==> config.mk <==
export PLATFORM = sky130hd
export DESIGN_NAME = rtp_jpeg_packetizer
export DESIGN_NICKNAME = d
export VERILOG_FILES = /design/src/sv/rtpj_pkg.sv /design/src/sv/rtpj_regs.sv /design/src/sv/rtpj_front.sv /design/src/sv/rtpj_queue.sv /design/src/sv/rtpj_back.sv /design/src/sv/rtp_jpeg_packetizer.sv
export SDC_FILE = /design/constraint.sdc
export NUM_CORES = 1
export LEC_CHECK = 0
export BUFFER_PORTS_ARGS = -buffer_cell sky130_fd_sc_hd__buf_2
export CAP_MARGIN = 20
export CORE_MARGIN = 10
export CORE_UTILIZATION = 55
export CTS_CLUSTER_SIZE = 25
export DETAILED_ROUTE_END_ITERATION = 10
export PLACE_DENSITY = 0.82
export SYNTH_ARGS = -nofsm -noshare
export SYNTH_HDL_FRONTEND = slang
export SYNTH_SLANG_ARGS = --single-unit
==> constraint.sdc <==
create_clock -name clk -period 6.1 [get_ports clk]
set_input_delay 0.61 -clock clk [delete_from_list [all_inputs] [get_ports clk]]
set_output_delay 0.61 -clock clk [all_outputs]
set_load 0.005 [all_outputs]
==> src/sv/rtpj_pkg.sv <==
`timescale 1ns / 1ps

package rtpj_pkg;

    // Register indexes on the configuration port (byte address 4*index).
    localparam int unsigned REG_INDEX_BITS = 3;
    localparam logic [REG_INDEX_BITS-1:0] REG_PAYLOAD_TYPE   = 3'd0;
    localparam logic [REG_INDEX_BITS-1:0] REG_SOURCE_ID      = 3'd1;
    localparam logic [REG_INDEX_BITS-1:0] REG_FRAME_WIDTH    = 3'd2;
    localparam logic [REG_INDEX_BITS-1:0] REG_FRAME_HEIGHT   = 3'd3;
    localparam logic [REG_INDEX_BITS-1:0] REG_TIMESTAMP_STEP = 3'd4;
    localparam logic [REG_INDEX_BITS-1:0] REG_PAYLOAD_LIMIT  = 3'd5;
    localparam int unsigned ADDR_BITS = REG_INDEX_BITS + 2;

    // Reset values of the registers.
    localparam logic [6:0]  RST_PAYLOAD_TYPE   = 7'd26;
    localparam logic [31:0] RST_SOURCE_ID      = 32'd0;
    localparam logic [10:0] RST_FRAME_WIDTH    = 11'd640;
    localparam logic [10:0] RST_FRAME_HEIGHT   = 11'd480;
    localparam logic [31:0] RST_TIMESTAMP_STEP = 32'd3000;
    localparam logic [13:0] RST_PAYLOAD_LIMIT  = 14'd1400;

    // Header constants.
    localparam logic [7:0]  RTP_VERSION_BYTE = 8'h80;
    localparam logic [7:0]  JPEG_TSPEC_BYTE  = 8'h00;
    localparam logic [7:0]  JPEG_TYPE_BYTE   = 8'h01;
    localparam logic [7:0]  JPEG_Q_BYTE      = 8'hFF;
    localparam logic [13:0] LIMIT_CAP        = 14'd8192;
    localparam int unsigned HDR_BYTES        = 20;
    localparam int unsigned IDX_BITS         = $clog2(HDR_BYTES + 1);
    localparam logic [IDX_BITS-1:0] DATA_IDX = IDX_BITS'(HDR_BYTES);

    // Descriptor queue between the front and the back.
    localparam int unsigned QUEUE_DEPTH = 4;
    localparam int unsigned QPTR_BITS   = $clog2(QUEUE_DEPTH);
    localparam int unsigned QCNT_BITS   = $clog2(QUEUE_DEPTH + 1);

    typedef struct packed {
        logic [6:0]  payload_type;
        logic [31:0] source_id;
        logic [10:0] frame_width;
        logic [10:0] frame_height;
        logic [31:0] timestamp_step;
        logic [13:0] payload_limit;
    } cfg_t;

    typedef struct packed {
        logic [7:0]  data_byte;
        logic        with_header;
        logic        marker;
        logic [15:0] seq_number;
        logic [31:0] timestamp;
        logic [23:0] offset;
        logic        packet_end;
    } desc_t;

    typedef struct packed {
        logic empty;
        logic full;
    } queue_status_t;

endpackage

==> src/sv/rtpj_regs.sv <==
`timescale 1ns / 1ps

module rtpj_regs
(
    input  logic                          clk,
    input  logic                          rst_n,
    input  logic                          psel,
    input  logic                          penable,
    input  logic                          pwrite,
    input  logic [rtpj_pkg::ADDR_BITS-1:0] paddr,
    input  logic [31:0]                   pwdata,
    output logic [31:0]                   prdata,
    output logic                          pready,
    output rtpj_pkg::cfg_t                cfg
);
    import rtpj_pkg::*;

    cfg_t                      cfg_reg;
    logic [REG_INDEX_BITS-1:0] index;
    logic                      write_en;

    assign index    = paddr[ADDR_BITS-1:2];
    assign write_en = psel & penable & pwrite;
    assign pready   = 1'b1;
    assign cfg      = cfg_reg;

    always_ff @(posedge clk or negedge rst_n)
    begin
        if (!rst_n)
        begin
            cfg_reg.payload_type   <= RST_PAYLOAD_TYPE;
            cfg_reg.source_id      <= RST_SOURCE_ID;
            cfg_reg.frame_width    <= RST_FRAME_WIDTH;
            cfg_reg.frame_height   <= RST_FRAME_HEIGHT;
            cfg_reg.timestamp_step <= RST_TIMESTAMP_STEP;
            cfg_reg.payload_limit  <= RST_PAYLOAD_LIMIT;
        end
        else if (write_en)
        begin
            unique case (index)
                REG_PAYLOAD_TYPE:   cfg_reg.payload_type   <= pwdata[6:0];
                REG_SOURCE_ID:      cfg_reg.source_id      <= pwdata;
                REG_FRAME_WIDTH:    cfg_reg.frame_width    <= pwdata[10:0];
                REG_FRAME_HEIGHT:   cfg_reg.frame_height   <= pwdata[10:0];
                REG_TIMESTAMP_STEP: cfg_reg.timestamp_step <= pwdata;
                REG_PAYLOAD_LIMIT:  cfg_reg.payload_limit  <= pwdata[13:0];
                default:            ;
            endcase
        end
    end

    always_comb
    begin
        unique case (index)
            REG_PAYLOAD_TYPE:   prdata = {25'd0, cfg_reg.payload_type};
            REG_SOURCE_ID:      prdata = cfg_reg.source_id;
            REG_FRAME_WIDTH:    prdata = {21'd0, cfg_reg.frame_width};
            REG_FRAME_HEIGHT:   prdata = {21'd0, cfg_reg.frame_height};
            REG_TIMESTAMP_STEP: prdata = cfg_reg.timestamp_step;
            REG_PAYLOAD_LIMIT:  prdata = {18'd0, cfg_reg.payload_limit};
            default:            prdata = 32'd0;
        endcase
    end

endmodule

==> src/sv/rtpj_front.sv <==
`timescale 1ns / 1ps

module rtpj_front
(
    input  logic            clk,
    input  logic            rst_n,
    input  logic            accept,
    input  logic [7:0]      data_byte,
    input  logic [23:0]     frame_size,
    input  rtpj_pkg::cfg_t  cfg,
    output rtpj_pkg::desc_t desc
);
    import rtpj_pkg::*;

    logic [15:0] sequence_count_reg, sequence_count_next;
    logic [31:0] frame_timestamp_reg, frame_timestamp_next;
    logic [23:0] frame_offset_reg, frame_offset_next;
    logic [12:0] packet_fill_reg, packet_fill_next;

    logic [13:0] limit;
    logic [24:0] offset_inc;
    logic [23:0] remaining;
    logic [13:0] fill_inc;
    logic        frame_end;
    logic        packet_end;

    always_comb
    begin
        if (cfg.payload_limit == 14'd0)
            limit = 14'd1;
        else if (cfg.payload_limit > LIMIT_CAP)
            limit = LIMIT_CAP;
        else
            limit = cfg.payload_limit;
    end

    assign offset_inc = {1'b0, frame_offset_reg} + 25'd1;
    assign remaining  = (frame_size > frame_offset_reg) ? (frame_size - frame_offset_reg)
                                                        : 24'd1;
    assign fill_inc   = {1'b0, packet_fill_reg} + 14'd1;
    assign frame_end  = ({1'b0, frame_size} <= offset_inc);
    assign packet_end = frame_end || (fill_inc >= limit);

    always_comb
    begin
        desc.data_byte   = data_byte;
        desc.with_header = (packet_fill_reg == 13'd0);
        desc.marker      = (remaining <= {10'd0, limit});
        desc.seq_number  = sequence_count_reg;
        desc.timestamp   = frame_timestamp_reg;
        desc.offset      = frame_offset_reg;
        desc.packet_end  = packet_end;
    end

    always_comb
    begin
        sequence_count_next  = sequence_count_reg;
        frame_timestamp_next = frame_timestamp_reg;
        frame_offset_next    = frame_offset_reg;
        packet_fill_next     = packet_fill_reg;
        if (accept)
        begin
            if (packet_end)
            begin
                packet_fill_next    = 13'd0;
                sequence_count_next = sequence_count_reg + 16'd1;
            end
            else
            begin
                packet_fill_next = fill_inc[12:0];
            end
            if (frame_end)
            begin
                frame_offset_next    = 24'd0;
                frame_timestamp_next = frame_timestamp_reg + cfg.timestamp_step;
            end
            else
            begin
                frame_offset_next = offset_inc[23:0];
            end
        end
    end

    always_ff @(posedge clk or negedge rst_n)
    begin
        if (!rst_n)
        begin
            sequence_count_reg  <= 16'd0;
            frame_timestamp_reg <= 32'd0;
            frame_offset_reg    <= 24'd0;
            packet_fill_reg     <= 13'd0;
        end
        else
        begin
            sequence_count_reg  <= sequence_count_next;
            frame_timestamp_reg <= frame_timestamp_next;
            frame_offset_reg    <= frame_offset_next;
            packet_fill_reg     <= packet_fill_next;
        end
    end

endmodule

==> src/sv/rtpj_queue.sv <==
`timescale 1ns / 1ps

module rtpj_queue
(
    input  logic                   clk,
    input  logic                   rst_n,
    input  logic                   push,
    input  rtpj_pkg::desc_t        push_desc,
    input  logic                   pop,
    output rtpj_pkg::desc_t        head,
    output rtpj_pkg::queue_status_t status
);
    import rtpj_pkg::*;

    desc_t                slot_reg [QUEUE_DEPTH];
    logic [QPTR_BITS-1:0] wr_ptr_reg, wr_ptr_next;
    logic [QPTR_BITS-1:0] rd_ptr_reg, rd_ptr_next;
    logic [QCNT_BITS-1:0] count_reg, count_next;

    assign head         = slot_reg[rd_ptr_reg];
    assign status.empty = (count_reg == QCNT_BITS'(0));
    assign status.full  = (count_reg == QCNT_BITS'(QUEUE_DEPTH));

    always_comb
    begin
        wr_ptr_next = push ? wr_ptr_reg + QPTR_BITS'(1) : wr_ptr_reg;
        rd_ptr_next = pop ? rd_ptr_reg + QPTR_BITS'(1) : rd_ptr_reg;
        count_next  = count_reg;
        if (push && !pop)
            count_next = count_reg + QCNT_BITS'(1);
        else if (pop && !push)
            count_next = count_reg - QCNT_BITS'(1);
    end

    always_ff @(posedge clk)
    begin
        if (push)
            slot_reg[wr_ptr_reg] <= push_desc;
    end

    always_ff @(posedge clk or negedge rst_n)
    begin
        if (!rst_n)
        begin
            wr_ptr_reg <= '0;
            rd_ptr_reg <= '0;
            count_reg  <= '0;
        end
        else
        begin
            wr_ptr_reg <= wr_ptr_next;
            rd_ptr_reg <= rd_ptr_next;
            count_reg  <= count_next;
        end
    end

endmodule

==> src/sv/rtpj_back.sv <==
`timescale 1ns / 1ps

module rtpj_back
(
    input  logic                    clk,
    input  logic                    rst_n,
    input  rtpj_pkg::cfg_t          cfg,
    input  rtpj_pkg::desc_t         head,
    input  rtpj_pkg::queue_status_t status,
    output logic                    pop,
    output logic                    out_valid,
    input  logic                    out_stall,
    output logic [7:0]              out_byte,
    output logic                    packet_first,
    output logic                    packet_last,
    output logic                    run_last
);
    import rtpj_pkg::*;

    logic [IDX_BITS-1:0] idx_reg, idx_next;
    logic                out_valid_reg, out_valid_next;
    logic [7:0]          out_byte_reg;
    logic                packet_first_reg;
    logic                packet_last_reg;
    logic                run_last_reg;

    logic                load;
    logic                emit;
    logic                on_data;
    logic [7:0]          hdr_byte;
    logic [8:0]          width_blocks;
    logic [8:0]          height_blocks;

    assign load    = !out_valid_reg || !out_stall;
    assign emit    = load && !status.empty;
    assign on_data = !head.with_header || (idx_reg == DATA_IDX);
    assign pop     = emit && on_data;

    assign width_blocks  = 9'(({1'b0, cfg.frame_width} + 12'd7) >> 3);
    assign height_blocks = 9'(({1'b0, cfg.frame_height} + 12'd7) >> 3);

    always_comb
    begin
        case (idx_reg)
            5'd0:    hdr_byte = RTP_VERSION_BYTE;
            5'd1:    hdr_byte = {head.marker, cfg.payload_type};
            5'd2:    hdr_byte = head.seq_number[15:8];
            5'd3:    hdr_byte = head.seq_number[7:0];
            5'd4:    hdr_byte = head.timestamp[31:24];
            5'd5:    hdr_byte = head.timestamp[23:16];
            5'd6:    hdr_byte = head.timestamp[15:8];
            5'd7:    hdr_byte = head.timestamp[7:0];
            5'd8:    hdr_byte = cfg.source_id[31:24];
            5'd9:    hdr_byte = cfg.source_id[23:16];
            5'd10:   hdr_byte = cfg.source_id[15:8];
            5'd11:   hdr_byte = cfg.source_id[7:0];
            5'd12:   hdr_byte = JPEG_TSPEC_BYTE;
            5'd13:   hdr_byte = head.offset[23:16];
            5'd14:   hdr_byte = head.offset[15:8];
            5'd15:   hdr_byte = head.offset[7:0];
            5'd16:   hdr_byte = JPEG_TYPE_BYTE;
            5'd17:   hdr_byte = JPEG_Q_BYTE;
            5'd18:   hdr_byte = width_blocks[7:0];
            5'd19:   hdr_byte = height_blocks[7:0];
            default: hdr_byte = head.data_byte;
        endcase
    end

    always_comb
    begin
        idx_next = idx_reg;
        if (emit)
            idx_next = on_data ? IDX_BITS'(0) : idx_reg + IDX_BITS'(1);
        out_valid_next = load ? !status.empty : out_valid_reg;
    end

    always_ff @(posedge clk or negedge rst_n)
    begin
        if (!rst_n)
        begin
            idx_reg       <= '0;
            out_valid_reg <= 1'b0;
        end
        else
        begin
            idx_reg       <= idx_next;
            out_valid_reg <= out_valid_next;
        end
    end

    always_ff @(posedge clk)
    begin
        if (emit)
        begin
            out_byte_reg     <= on_data ? head.data_byte : hdr_byte;
            packet_first_reg <= head.with_header && (idx_reg == IDX_BITS'(0));
            packet_last_reg  <= on_data && head.packet_end;
            run_last_reg     <= on_data;
        end
    end

    assign out_valid    = out_valid_reg;
    assign out_byte     = out_byte_reg;
    assign packet_first = packet_first_reg;
    assign packet_last  = packet_last_reg;
    assign run_last     = run_last_reg;

`ifndef SYNTHESIS
    // A header is only ever in progress while its descriptor is still queued.
    assert property (@(posedge clk) disable iff (!rst_n)
        (idx_reg != IDX_BITS'(0)) |-> !status.empty)
        else $error("header in progress with an empty queue");

    // The first header byte never closes a transaction run.
    assert property (@(posedge clk) disable iff (!rst_n)
        (out_valid_reg && packet_first_reg) |-> !run_last_reg)
        else $error("packet_first together with run_last");

    // A packet can only end on a payload byte.
    assert property (@(posedge clk) disable iff (!rst_n)
        (out_valid_reg && packet_last_reg) |-> run_last_reg)
        else $error("packet_last on a header byte");

    // After a header byte is taken, the next transaction continues that header.
    assert property (@(posedge clk) disable iff (!rst_n)
        (out_valid_reg && !out_stall && !run_last_reg) |=> out_valid_reg)
        else $error("header run broken off");
`endif

endmodule

==> src/sv/rtp_jpeg_packetizer.sv <==
`timescale 1ns / 1ps

// Channel  | Handshake                 | Payload
// ---------+---------------------------+--------------------------------------------
// input    | in_valid / in_stall       | data_byte[7:0], frame_size[23:0]
// output   | out_valid / out_stall     | out_byte[7:0], packet_first, packet_last,
//          |                           | run_last
// config   | psel/penable/pwrite/pready| paddr[4:0], pwdata[31:0], prdata[31:0]
//
// A byte that continues a packet goes out alone; a byte that opens a packet goes out
// after the header, which the back end emits one header byte per cycle when not stalled.
// Sustained input rate is one byte per cycle inside a packet while out_stall is low.
// Reset clears the packet state and the descriptor queue and loads register defaults.
// in_stall rises only when the four-entry descriptor queue is full; out_stall holds
// the output register, and the queue keeps absorbing input meanwhile.

module rtp_jpeg_packetizer
(
    input  logic                          clk,
    input  logic                          rst_n,

    input  logic                          in_valid,
    output logic                          in_stall,
    input  logic [7:0]                    data_byte,
    input  logic [23:0]                   frame_size,

    output logic                          out_valid,
    input  logic                          out_stall,
    output logic [7:0]                    out_byte,
    output logic                          packet_first,
    output logic                          packet_last,
    output logic                          run_last,

    input  logic                          psel,
    input  logic                          penable,
    input  logic                          pwrite,
    input  logic [rtpj_pkg::ADDR_BITS-1:0] paddr,
    input  logic [31:0]                   pwdata,
    output logic [31:0]                   prdata,
    output logic                          pready
);
    import rtpj_pkg::*;

    cfg_t          cfg;
    desc_t         front_desc;
    desc_t         head;
    queue_status_t status;
    logic          accept;
    logic          pop;

    // The input is held off only by a full queue, never by the output side directly.
    assign in_stall = status.full;
    assign accept   = in_valid && !status.full;

    // Register file behind the configuration port.
    rtpj_regs u_regs
    (
        .clk     (clk),
        .rst_n   (rst_n),
        .psel    (psel),
        .penable (penable),
        .pwrite  (pwrite),
        .paddr   (paddr),
        .pwdata  (pwdata),
        .prdata  (prdata),
        .pready  (pready),
        .cfg     (cfg)
    );

    // The front end classifies each accepted byte: whether it opens a packet, the
    // marker bit, and the sequence, timestamp and offset that its header carries.
    // It advances the packet and frame counters at the same edge.
    rtpj_front u_front
    (
        .clk        (clk),
        .rst_n      (rst_n),
        .accept     (accept),
        .data_byte  (data_byte),
        .frame_size (frame_size),
        .cfg        (cfg),
        .desc       (front_desc)
    );

    // Short descriptor queue so the front keeps taking bytes while a header drains.
    rtpj_queue u_queue
    (
        .clk       (clk),
        .rst_n     (rst_n),
        .push      (accept),
        .push_desc (front_desc),
        .pop       (pop),
        .head      (head),
        .status    (status)
    );

    // The back end expands the head descriptor into header and payload bytes and
    // owns the output register.
    rtpj_back u_back
    (
        .clk          (clk),
        .rst_n        (rst_n),
        .cfg          (cfg),
        .head         (head),
        .status       (status),
        .pop          (pop),
        .out_valid    (out_valid),
        .out_stall    (out_stall),
        .out_byte     (out_byte),
        .packet_first (packet_first),
        .packet_last  (packet_last),
        .run_last     (run_last)
    );

endmodule
# Word level (Yosys, flattened, before mapping)
# Memories as Yosys holds them, arrays and structs flattened.
# Cells that the tools add are included.
# W data, S select, Z words.
[classes]
muxes = 13
add_sub_neg = 12
bitwise = 2
n_eq_ne = 26
magnitude_cmp = 5
reduce_logical = 31
[ops]
columns = ["operator", "count"]
rows = [
  ["$pmux W32 S6", 1],
  ["$pmux W8 S20", 1],
  ["$mux W24", 2],
  ["$eq A5 B4 Y1 const B", 8],
  ["$add A32 B32 Y32", 1],
  ["$mux W14", 2],
  ["$add A24 B1 Y25 const B", 1],
  ["$eq A5 B5 Y1 const B", 5],
  ["$le A24 B25 Y1", 1],
  ["$gt A24 B24 Y1", 1],
  ["$le A24 B14 Y1", 1],
  ["$sub A24 B24 Y24", 1],
  ["$add A11 B3 Y11 const B", 2],
  ["$eq A5 B3 Y1 const B", 4],
  ["$add A16 B1 Y16 const B", 1],
  ["$reduce_and A2 Y1", 8],
  ["$add A13 B1 Y14 const B", 1],
  ["$ge A14 B14 Y1", 1],
  ["$gt A14 B14 Y1 const B", 1],
  ["$logic_not A14 Y1", 1],
  ["$logic_not A13 Y1", 1],
  ["$mux W13", 1],
  ["$eq A5 B2 Y1 const B", 2],
  ["$eq A3 B3 Y1 const B", 3],
  ["other kinds (18)", 38],
]
[totals]
register_bits = 216
mem_bits_rw = 332
word_cells = 109
n_memories = 1
[mem_list]
columns = ["name", "depth", "word_bits", "read_ports", "rd_clocked_by_memory_dff", "wr", "line", "rtl"]
rows = [
  ["u_queue.slot_reg", 4, 83, 1, 0, 1, "rtpj_queue.sv:15", "desc_t slot_reg [QUEUE_DEPTH];"],
]

# Depth between registers and ports, before layout
[logic_depth]
depth_word = 7
depth_mapped = 23

# By module
# A second synthesis with hierarchy kept.
[unflattened]
cells_unflattened = 2072
hier_area_um2 = 27836.7
[modules_own_cells]
columns = ["module", "area_per_inst_um2", "seq_area_each_um2", "cells_each", "instances"]
rows = [
  ["rtpj_queue", 12425.7, 10144.7, 468, 1],
  ["rtpj_front", 8320.5, 2127.0, 996, 1],
  ["rtpj_regs", 4895.9, 2705.1, 343, 1],
  ["rtpj_back", 2180.8, 480.5, 264, 1],
  ["rtp_jpeg_packetizer", 13.8, 0.0, 1, 1],
]

# Worst setup path after synthesis
# No wires, ideal clock.
[synth_timing]
path_type = "input port to flip-flop"
startpoint = "input frame_size[0]"
endpoint = "memory u_queue.slot_reg[0][73] in the netlist's numbering, data pin"
t_arrival_ns = 4.724
path_buffers = 1
slack_ns = 1.230
path_stages = 23
path_cell_list = "inv_1 ha_1 inv_1 fa_1 a211oi_1 o21ai_0 a22oi_1 nor3b_2 o31ai_2 and3b_1 o21ai_2 buf_2 nor2_1 ha_1 nor2b_1 o21ai_0 nand2b_1 a2111oi_0 nor4_1 o21ai_0 nand2_1 nor4_1 a41o_1"
[synth_lines]
columns = ["element", "line", "rtl"]
rows = [
  ["start, declared", "rtp_jpeg_packetizer.sv:25", "input logic [23:0] frame_size,"],
  ["end, declared", "rtpj_queue.sv:15", ""],
]

==> results.sh <==
export IMPL_status="finished clean"
export IMPL_final_cells=2866
export IMPL_maxCapViolCount=0
export IMPL_routed_via_density=6.40
export IMPL_synthXorXnorAreaFrac_pct=3.40
export IMPL_dr_pass1_iters=6
export IMPL_drive_gt1_share_pct=22.1
export IMPL_cp_required_ns=6.53
export IMPL_synth_fa_ha_area_share_pct=5.82
export IMPL_yosys_top_cells_area="edfxtp_1 38%, dfrtp_1 17%, mux4_2 6.9%"
export IMPL_p_leak_uw=0.0117
export IMPL_grt_pass1_vias=17900
export IMPL_finalSetupViolCount=0
export IMPL_row_count=81
export IMPL_vias=18300
export IMPL_use_met3_pct=3.64
export IMPL_fin_setup_tns_ns=0
export IMPL_cpPeakStageDelay_ns=0.55
export IMPL_finalCriticalPeriod_ns=5.54
export IMPL_grt_met2_usage_pct=37.8
export IMPL_nets=2356
export IMPL_top_usage_layer="met2"
export IMPL_fmax_ghz=0.181
export IMPL_wl_um=70200
export IMPL_cts_max_path_buffers=3
export IMPL_ys_seq_area_share_pct=57.1
export IMPL_die_x_um=242
export IMPL_use_met1_pct=32.0
export IMPL_grt_usage_pct=23.4
export IMPL_final_antenna_net_count=0
export IMPL_syn_avg_cell_area_um2=13.4
export IMPL_cts_buffers=54
export IMPL_synthCells=2025
export IMPL_synth_commonest_cells="343 x edfxtp_1, 183 x dfrtp_1, 148 x nand2_1, 121 x ha_1, 117 x mux2_2"
export IMPL_clkLatencyLatePin_ns=0.61
export IMPL_finalClockSkew_ns=0.0233
export IMPL_critPathTopFamily="compound AO/OA/AOI/OAI gates"
export IMPL_synth_nets=2225
export IMPL_dp_cells=2762
export IMPL_dp_hpwl_um=50100
export IMPL_slew_limit_headroom_pct=34.6
export IMPL_die_area_mm2=0.0585
export IMPL_synth_top_family_by_area="multiplexers"
export IMPL_largest_reg_flops=332
export IMPL_p_per_area_mw_per_mm2=425
export IMPL_arrival_ns=5.97
export IMPL_holdCritPathClass="input port to register"
export IMPL_antenna_found_initial=0
export IMPL_synth_simple_area_share_pct=8.77
export IMPL_drv_slew=0
export IMPL_vdd_drop_max_uv=297
export IMPL_period_share_pct=90.8
export IMPL_gp_congestion=0.935
export IMPL_start_util_pct=55.5
export IMPL_root_buffer="clkbuf_16"
export IMPL_clock_sinks=548
export IMPL_synth_cell_types=84
export IMPL_synth_most_common_cell="edfxtp_1"
export IMPL_yosys_mux_area_fraction_pct=12.4
export IMPL_drcViolationCount=0
export IMPL_grt_ovfl_total=0
export IMPL_seq_area_mm2=0.0155
export IMPL_syn_area_mm2=0.0271
export IMPL_slowest_stage="dfrtp_1"
export IMPL_place_worst_setup_slack_ns=0.354
export IMPL_totalPowerFinal_uw=12800
export IMPL_n_fill_cell=3523
export IMPL_path_cells="ha_1 > inv_1 > fa_1 > a211oi_1 > o21ai_0 > a22oi_1 > nor3b_2 > o31ai_2 > and3b_1 > o21ai_2 > buf_4 > nor2_1 > ha_1 > o21ai_0 > nand2b_1 > a2111oi_0 > nor4_1 > o21ai_1 > nand2_1 > nor4_1 > a41o_1"
export IMPL_postCtsSetupRepairBufs=0
export IMPL_path_class="register to register"
export IMPL_core_region_area_mm2=0.0487
export IMPL_postSynth_asyncResetShare_pct=37.4
export IMPL_tightest_slew_ns=0.981
export IMPL_netlist_area_leader_share_pct=38.1
export IMPL_end_kind="register"
export IMPL_area_growth_pct=11.6
export IMPL_grt_first_pass_wirelength_um=107000
export IMPL_ys_ff_latch=548
export IMPL_antenna_cells=0
export IMPL_grt_max_degree=165
export IMPL_synth_compound_area_share_pct=10.3
export IMPL_yosysWarnings=0
export IMPL_multiInputGateArea_mm2=0.0111
export IMPL_portBuffers=118
export IMPL_cts_htree_levels=2
export IMPL_synth_largest_area_cell="edfxtp_1"
export IMPL_setup_slack_ns=0.560
export IMPL_die_y_um=242
export IMPL_synth_edff_count=343
export IMPL_start_kind="register"
export IMPL_synthFlopType="edfxtp_1"
export IMPL_rsz0062_at_grt="false"
export IMPL_hold_viol_final=0
export IMPL_crit_fanout=14
export IMPL_whs_ns=0.211
export IMPL_path_buf_inv=2
export IMPL_ioPinCount=122
export IMPL_routedWlPerCell_um=24.5
export IMPL_clk_transition_reported_paths_ns=0.07
export IMPL_cts_tree="yes"
export IMPL_drtIter0Drc=2032
==> layout by cell type, fill, tap and decap left out, types with 50 or more instances in the layout <==
master	Yosys	layout
nand2_1	148	148
clkbuf_16	0	54
o21ai_0	97	96
nand3_1	50	50
nor2_1	95	93
mux2_2	117	117
edfxtp_1	343	343
dfrtp_1	183	181
a21oi_1	89	89
inv_1	61	61
buf_2	18	118
xnor2_1	63	63
ha_1	121	121
mux4_2	83	83
==> where the power goes <==
part | internal, uW | switching (uW)
combinational | 1640 | 2120
clock | 1840 | 1390
sequential | 5020 | 815
total | 8500 | 4320
==> worst paths after layout <==
| path | startpoint | depth (start not counted) | slack (ns) | end |
|---|---|---|---|---|
| worst max-delay path | u_front.frame_offset_reg[0] | 21 | 0.56 | u_queue.slot_reg[0][73] |
| worst min-delay path | out_stall | 3 | 0.21 | u_back.out_valid |
| worst max register to register | u_front.frame_offset_reg[0] | 21 | 0.56 | u_queue.slot_reg[0][73] |
| worst min register to register | u_queue.count_reg[2] | 1 | 0.50 | u_queue.count_reg[2] |
| max in group asynchronous | rst_n | 3 | 4.24 | u_queue.rd_ptr_reg[0] |
| min in group asynchronous | rst_n | 2 | 0.51 | u_front.frame_timestamp_reg[29] |
==> routing by layer <==
layer	wire, um	vias to the layer above
met4	1980	0
met2	33800	898
met5	0	-
li1	-	8078
met3	5490	108
met1	29000	9256
==> worst min-delay path: stages <==
cell,delay [ns]
buf_2,0.09
nand2_1,0.04
nand2_1,0.05
==> final cells by class <==
type	count	share of cell area [%]
Multi-Input combinational cell	1338	36.7
Clock inverter	20	0.580
Sequential cell	548	51.2
Timing Repair Buffer	151	2.86
Clock buffer	82	5.12
Inverter	63	0.783
Tap cell	664	2.75
==> through the flow <==
stage	utilization, %	instance area, um^2
after floorplan	-	27100
after global placement	58.3	28400
after detailed placement	58.4	28500
after CTS	61.9	30200
after global routing	61.9	30200
final	61.9	30200
==> what timing repair did <==
item | 4_1_cts | 5_1_grt
hold buffers | 1 | 0
endpoints found under the setup margin | 0 | 4
resized for setup | 0 | 1
endpoints found under the hold margin | 41 | 0
==> cell families after synthesis <==
family	count (synthesis)
compound gates	418
other cells	1
fa+ha+maj	124
xor+xnor	105
flops	548
simple gates	472
buf+inv	139
mux	218
No activity file was read; power rests on OpenSTA's default activity.
